==> config.mk <==
export PLATFORM = sky130hd
export DESIGN_NAME = ffba_ctrl
export DESIGN_NICKNAME = d
export VERILOG_FILES = /design/src/design/ffba_pkg.sv /design/src/design/ffba_ctrl.sv
export SDC_FILE = /design/constraint.sdc
export NUM_CORES = 1
export LEC_CHECK = 0
export BUFFER_PORTS_ARGS = -buffer_cell sky130_fd_sc_hd__buf_2
export CORE_AREA = 2 2 39 41
export DETAILED_ROUTE_END_ITERATION = 10
export DIE_AREA = 0 0 41 43
export PLACE_DENSITY_LB_ADDON = 0.2
export SLEW_MARGIN = 20
export SYNTH_ARGS = -nofsm -noshare
export SYNTH_HDL_FRONTEND = slang
export SYNTH_SLANG_ARGS = --single-unit
==> constraint.sdc <==
create_clock -name i_clk -period 1.63 [get_ports i_clk]
set_input_delay 0.163 -clock i_clk [delete_from_list [all_inputs] [get_ports i_clk]]
set_output_delay 0.163 -clock i_clk [all_outputs]
set_load 0.05 [all_outputs]
==> src/design/ffba_pkg.sv <==
`timescale 1ns / 1ps
`default_nettype none
// ----------------------------------------------------------------------------
// ffba_pkg
// Shared constants and controller/datapath command and status types for the
// first-fit bitmap allocator.
// ----------------------------------------------------------------------------
package ffba_pkg;

    // default pool capacity in units
    localparam int POOL_UNITS_DEF = 32768;

    // field widths
    localparam int LEN_W   = 16;
    localparam int START_W = 15;
    localparam int CFG_W   = 16;

    // occupancy map word geometry
    localparam int WORD_W = 32;
    localparam int OFF_W  = 5;

    // pool size after reset
    localparam logic [CFG_W-1:0] POOL_SIZE_RST = 16'd20000;

    // request actions
    localparam logic ACT_ALLOC = 1'b0;
    localparam logic ACT_FREE  = 1'b1;

    // controller to datapath commands
    typedef struct packed {
        logic clear;     // write one zero word of the clearing pass
        logic load;      // take the request word
        logic scan;      // scan the map for a free run
        logic mark;      // read-modify-write the latched range
        logic out_load;  // move the result into the output register
    } t_cmd;

    // datapath to controller status
    typedef struct packed {
        logic clr_last;   // clearing pass at its last word
        logic in_free;    // request is a free
        logic in_empty;   // request needs no map access
        logic scan_hit;   // fitting run found in this word
        logic scan_miss;  // last word scanned without a fit
        logic mark_done;  // last word of the range written back
    } t_sts;

endpackage
`default_nettype wire

==> src/design/ffba_ctrl.sv <==
`timescale 1ns / 1ps
`default_nettype none
// ----------------------------------------------------------------------------
// ffba_ctrl
// Sequencer for map clearing, scan, range write-back and the output
// register handshake.
// ----------------------------------------------------------------------------
module ffba_ctrl (
    input  wire                  i_clk,
    input  wire                  i_rst_n,
    input  wire                  i_in_valid,
    output logic                 o_in_ready,
    output logic                 o_out_valid,
    input  wire                  i_out_ready,
    output ffba_pkg::t_cmd       o_cmd,
    input  wire ffba_pkg::t_sts  i_sts
);

    localparam logic [2:0] ST_CLEAR = 3'd0;
    localparam logic [2:0] ST_IDLE  = 3'd1;
    localparam logic [2:0] ST_SCAN  = 3'd2;
    localparam logic [2:0] ST_MARK  = 3'd3;
    localparam logic [2:0] ST_DONE  = 3'd4;

    logic [2:0] r_state;
    logic [2:0] n_state;
    logic       r_out_vld;
    logic       n_out_vld;
    logic       accept;

    // next state and commands
    always_comb begin
        n_state        = r_state;
        o_cmd          = '0;
        o_in_ready     = 1'b0;
        accept         = 1'b0;
        case (r_state)
            ST_CLEAR: begin
                o_cmd.clear = 1'b1;
                if (i_sts.clr_last) begin
                    n_state = ST_IDLE;
                end
            end
            ST_IDLE: begin
                o_in_ready = 1'b1;
                accept     = i_in_valid;
                o_cmd.load = accept;
                if (accept) begin
                    if (i_sts.in_empty) begin
                        n_state = ST_DONE;
                    end else if (i_sts.in_free) begin
                        n_state = ST_MARK;
                    end else begin
                        n_state = ST_SCAN;
                    end
                end
            end
            ST_SCAN: begin
                o_cmd.scan = 1'b1;
                if (i_sts.scan_hit) begin
                    n_state = ST_MARK;
                end else if (i_sts.scan_miss) begin
                    n_state = ST_DONE;
                end
            end
            ST_MARK: begin
                o_cmd.mark = 1'b1;
                if (i_sts.mark_done) begin
                    n_state = ST_DONE;
                end
            end
            ST_DONE: begin
                if (!r_out_vld || i_out_ready) begin
                    o_cmd.out_load = 1'b1;
                    n_state        = ST_IDLE;
                end
            end
            default: begin
                n_state = ST_IDLE;
            end
        endcase
    end

    // output register valid
    always_comb begin
        n_out_vld = r_out_vld;
        if (o_cmd.out_load) begin
            n_out_vld = 1'b1;
        end else if (i_out_ready) begin
            n_out_vld = 1'b0;
        end
    end

    always_ff @(posedge i_clk) begin
        if (!i_rst_n) begin
            r_state   <= ST_CLEAR;
            r_out_vld <= 1'b0;
        end else begin
            r_state   <= n_state;
            r_out_vld <= n_out_vld;
        end
    end

    assign o_out_valid = r_out_vld;

endmodule
`default_nettype wire

==> results.json, run 1 <==
{
  "p_int_uw": 259,
  "crit_family": "flip-flops",
  "synth_top_area_share": 0.240,
  "rr_startpoint": "r_state[1]",
  "coreArea_mm2": 0.00138,
  "slew_headroom": 0.836,
  "fin_crit_sh": 0.875,
  "slew_viol_final": 0,
  "path_class": "reg2out",
  "cts_root_buf": "clkbuf_4",
  "ys_top_cells_by_area": "dfxtp_1 24%, nor3b_2 7.5%, buf_6 6.7%",
  "r2r_end": "r_state[1]",
  "dieArea_mm2": 0.00176,
  "avgRoutedWirePerCell_um": 9.58,
  "setup_viol": 0,
  "portBuffers": 16,
  "synth_cell_types": 25,
  "first_pass_iters": 2,
  "critPathMaxFanout": 4,
  "cts_tree": "yes",
  "synth-seq-cells": 4,
  "rsz0062_at_grt": "false",
  "ys_warn_count": 0,
  "startpoint": "r_state[2]",
  "grt_pass1_vias": 302,
  "async_reset_ff_frac": 0,
  "seq_area_frac_synth": 0.240,
  "synthCells": 39,
  "dpl.hpwl_um": 539,
  "worstSetupEndpoint": "o_cmd[0]",
  "io_pins": 17,
  "drtAntennaViolNets": 0,
  "p_switching_uw": 178,
  "cts_buffers": 3,
  "tns_ps": 0,
  "track_usage": 0.102,
  "required_ps": 1470,
  "critPathLaunchType": "flop",
  "viasPerCell": 4.38,
  "hp-class": "in2reg",
  "final_nets": 68,
  "worst_r2r_path_depth": 3,
  "grt_pass1_wl_um": 1220,
  "clock_power_share": 0.269,
  "max_cap_violations": 0,
  "die_w_um": 41,
  "synth_ff_type": "dfxtp_1",
  "syn_area_per_cell_um2": 8.57,
  "drt_iter0_drc": 2,
  "gp_routability_congestion": 0.672,
  "hold_viol": 0,
  "die_y_um": 43,
  "antenna_found_initial": 0,
  "top_usage_layer": "met1",
  "start_util": 0.241,
  "synthTopCellsByCount": "4 x dfxtp_1, 4 x nor2_1, 3 x nand2_1",
  "syn_to_final_growth_pct": 34.5,
  "critPathCaptureType": "primary output",
  "power_uw": 438,
  "crit_buf_inv": 1,
  "drive_gt1_frac": 0.554,
  "switching_share": 0.408,
  "grt_overflow": 0,
  "netlist_area_um2": 334,
  "max-vdd-ir-drop_uv": 392,
  "tightest_slew_ps": 248,
  "drc": 0,
  "outcome": "finished, final reports clean",
  "fmax_ghz": 0.701,
  "grt_max_degree": 12,
  "use_met1": 0.144,
  "insertedDiodeCount": 0,
  "syn-num-nets": 49,
  "skew_ps": 6.07,
  "slowest_stage": "dfxtp_1",
  "pwr-share-seq": 0.304,
  "clock-sinks": 4,
  "worst_ep_arrival_time_ps": 1260,
  "h-tree-depth": 1,
  "synth_edf_count": 0,
  "worst_setup_hold_path_clk_slew_ps": 40,
  "routed_wl_um": 690,
  "yosys.area.top_type": "dfxtp_1",
  "grt_use_met3": 0.0314,
  "fin_crit_ps": 1430,
  "p_comb_frac": 0.427,
  "powerDensity_mw_per_mm2": 974,
  "ff2ff_setup_slack_ps": 390,
  "crit_chain": "nor3b_2 > nor2b_1 > buf_2",
  "slowest_delay_ps": 380,
  "row_count": 14,
  "path_depth": 3,
  "cts_buffer_depth": 2,
  "met2_usage": 0.122,
  "power.leakage_uw": 0.000208,
  "vias": 315,
  "clock_latency_ps": 230,
  "cts-hold-fix-buffers": 0
}
==> power groups by stage <==
stage,sequential [µW],clock (µW),combinational [µW]
5_1_grt,136,135,203
3_3_place_gp,134,0,191
3_5_place_dp,134,0,189
4_1_cts,132,129,189
6_report,133,118,187
2_1_floorplan,119,0,173
==> placed cells by master, fill, tap and decap left out, drive strengths merged <==
master / count
and2: 1
a21oi: 1
o22ai: 1
dfxtp: 4
clkbuf: 3
o211ai: 1
a211o: 1
o21a: 1
o21ai: 1
nor3b: 2
inv: 1
nor2b: 2
buf: 17
a41o: 1
nor2: 4
nand4b: 1
a21boi: 2
nor3: 2
a22oi: 1
and2b: 2
a22o: 1
nand2b: 3
nand2: 3
==> per-layer routing <==
layer  part of all wire  vias up
met4                  0        0
met3              0.071        0
met2               0.44        9
met1               0.49      132
li1                   -      174
met5                  0        -
==> state kept, by name, summed over array words and instances (netlist names) <==
name	count
r_state	3
o_out_valid	1
==> worst reg2reg max path, delay by kind of cell, from the launching register on <==
family / cells / cell delay (ps)
DFF: 1 / 440
and+or+nand+nor: 1 / 210
AOI/OAI and AO/OA: 2 / 480
==> worst min path at each step <==
stage / cells past startpoint / start / slack, ps / endpoint
floorplan: 1 / i_rst_n / 280 / o_out_valid
global placement: 2 / i_rst_n / 450 / o_out_valid
detailed placement: 2 / i_rst_n / 430 / o_out_valid
CTS: 2 / i_rst_n / 190 / o_out_valid
global route: 2 / i_rst_n / 210 / o_out_valid
finish: 2 / i_rst_n / 210 / o_out_valid
==> logic make-up after synthesis <==
kind of cell	count (synthesis)	synth area share
DFF	4	0.240
buffers and inverters	4	0.101
and+or+nand+nor	20	0.393
AOI/OAI and AO/OA	11	0.266
==> layout make-up <==
class	count	area, µm²
well taps	16	20.0
clock buffers	3	22.5
multi-input cells	31	233
repair buffers	17	87.6
flip-flops and latches	4	82.6
inverters	1	3.75
fillers	156	935
==> per-stage QoR <==
stage	setup WS (ps)	util	hold slack (ps)	cell area, µm²	cells
final	204	0.325	208	449	72
after global routing	91.9	0.325	206	449	72
after CTS	72.5	0.323	193	447	72
after detailed placement	268	0.307	433	424	69
after global placement	302	0.307	450	424	69
after floorplan	16.1	-	281	347	39
==> timing repair <==
item / CTS / global route
resized for setup: 0 / 2
setup buffers: 0 / 0
setup endpoints to repair: 0 / 2
Power figures use the tool's default switching activity.
==> inputs of run 2 (changes only) <==
==> constraint.sdc (replaced) <==
create_clock -name i_clk -period 1.3 [get_ports i_clk]
set_input_delay 0.13 -clock i_clk [delete_from_list [all_inputs] [get_ports i_clk]]
set_output_delay 0.13 -clock i_clk [all_outputs]
set_load 0.05 [all_outputs]
==> run 2 against run 1 <==
Against the previous run: final cell count grew 5.6%; non-clock buffer count grew 4; die area is the same; sequential power grew 23%; register-to-register slack lost 350 ps; hold slack lost 47 ps; total power grew 41%; global-route usage grew 1.2 points; critical endpoint unchanged; utilization grew 5.9 points; clock skew grew 2.6 ps; cell area grew 18%; sequential cell count is the same.
==> results.json, run 2 (synthesized netlist as in run 1, its figures left out) <==
{
  "track_usage": 0.114,
  "drt_iter0_drc": 6,
  "first_pass_iters": 2,
  "worst_r2r_path_depth": 5,
  "max_cap_violations": 0,
  "insertedDiodeCount": 0,
  "p_comb_frac": 0.473,
  "avgRoutedWirePerCell_um": 10.6,
  "antenna_found_initial": 0,
  "final_cell_mix": "12 x buf_2, 7 x buf_4",
  "final_nets": 72,
  "clock-sinks": 4,
  "critPathMaxFanout": 8,
  "setup_viol": 0,
  "p_int_uw": 364,
  "cts_tree": "yes",
  "tightest_slew_ps": 290,
  "path_depth": 3,
  "worstSetupEndpoint": "o_cmd[0]",
  "dpl.hpwl_um": 622,
  "pwr-share-seq": 0.266,
  "crit_buf_inv": 1,
  "grt_max_degree": 9,
  "crit_family": "simple AND/OR/NAND/NOR gates",
  "grt_pass1_wl_um": 1340,
  "dieArea_mm2": 0.00176,
  "die_y_um": 43,
  "clock_power_share": 0.261,
  "ff2ff_setup_slack_ps": 40,
  "placed_area_um2": 447,
  "grt_overflow": 0,
  "crit_chain": "nor3b_4 > nor2b_4 > buf_6",
  "gp_routability_congestion": 0.744,
  "worst_setup_hold_path_clk_slew_ps": 40,
  "coreArea_mm2": 0.00138,
  "hp-class": "in2reg",
  "switching_share": 0.409,
  "path_class": "reg2out",
  "cts_buffer_depth": 2,
  "start_util": 0.241,
  "fin_crit_sh": 0.998,
  "fmax_ghz": 0.771,
  "slowest_delay_ps": 370,
  "cts_buffers": 3,
  "hold_viol": 0,
  "required_ps": 1170,
  "cts_root_buf": "clkbuf_4",
  "rsz0062_at_grt": "true",
  "largest_register_ffs": 3,
  "outcome": "finished, final reports clean",
  "finalInstanceArea_um2": 531,
  "powerDensity_mw_per_mm2": 1160,
  "worst_ep_arrival_time_ps": 1170,
  "row_count": 14,
  "portBuffers": 16,
  "viasPerCell": 4.57,
  "top_register": "r_state",
  "die_w_um": 41,
  "power_uw": 616,
  "drive_gt1_frac": 0.633,
  "final_common_cell": "buf_2",
  "rr_startpoint": "r_state[1]",
  "h-tree-depth": 1,
  "clock_latency_ps": 240,
  "max-vdd-ir-drop_uv": 459,
  "syn_to_final_growth_pct": 58.8,
  "whs_ps": 161,
  "slowest_stage": "dfxtp_4",
  "critPathLaunchType": "flop",
  "routed_wl_um": 808,
  "r2r_end": "r_state[1]",
  "p_switching_uw": 251,
  "drc": 0,
  "io_pins": 17,
  "fin_crit_ps": 1300,
  "slew_headroom": 0.806,
  "cts-hold-fix-buffers": 0,
  "drtAntennaViolNets": 0,
  "skew_ps": 8.66,
  "vias": 347,
  "critPathCaptureType": "primary output",
  "power.leakage_uw": 0.000236,
  "startpoint": "r_state[1]",
  "grt_pass1_vias": 320,
  "slew_viol_final": 0
}
[run 2: how the worst min path moves through the flow]
stage,from,end,slack (ps),depth (start not counted)
6_report,i_rst_n,o_out_valid,160,2
5_1_grt,i_rst_n,o_out_valid,180,2
4_1_cts,i_rst_n,o_out_valid,160,2
3_5_place_dp,i_rst_n,o_out_valid,400,2
2_1_floorplan,i_rst_n,o_out_valid,250,1
3_3_place_gp,i_rst_n,o_out_valid,410,2
[run 2: final cells by class]
class                      instances  area [µm²]
clock buffer                       3        22.5
timing repair buffer              21         139
multi-input combinational         31         254
fill                             153         853
tap                               16        20.0
sequential                         4        91.3
inverter                           1        3.75
[run 2: power by group through the flow]
stage	Combinational [µW]	Sequential [µW]	Clock, µW
after floorplan	217	149	0
after global placement	261	162	0
after detailed placement	260	162	0
after CTS	272	165	167
after global routing	313	167	179
final	291	164	160
[run 2: per-layer routing]
metal | routed length (µm) | global-route usage
met5 | 0 | 0
met4 | 0 | 0.0800
met3 | 42 | 0.0314
met2 | 410 | 0.150
met1 | 355 | 0.154
[run 2: stage by stage]
step | TNS (ps) | utilization | std cells | worst slack (ps)
detailed placement | 0 | 0.323 | 72 | 22.5
global route | -68.6 | 0.383 | 76 | -31.2
CTS | -48.8 | 0.354 | 75 | -48.8
finish | 0 | 0.383 | 76 | 2.88
floorplan | -303 | - | 39 | -281
global placement | 0 | 0.323 | 72 | 59.1
[run 2: repair_timing]
action | CTS | global route
setup buffers | 0 | 1
gates resized for setup | 8 | 10
endpoints found under the setup margin | 6 | 6
cloned | 0 | 0
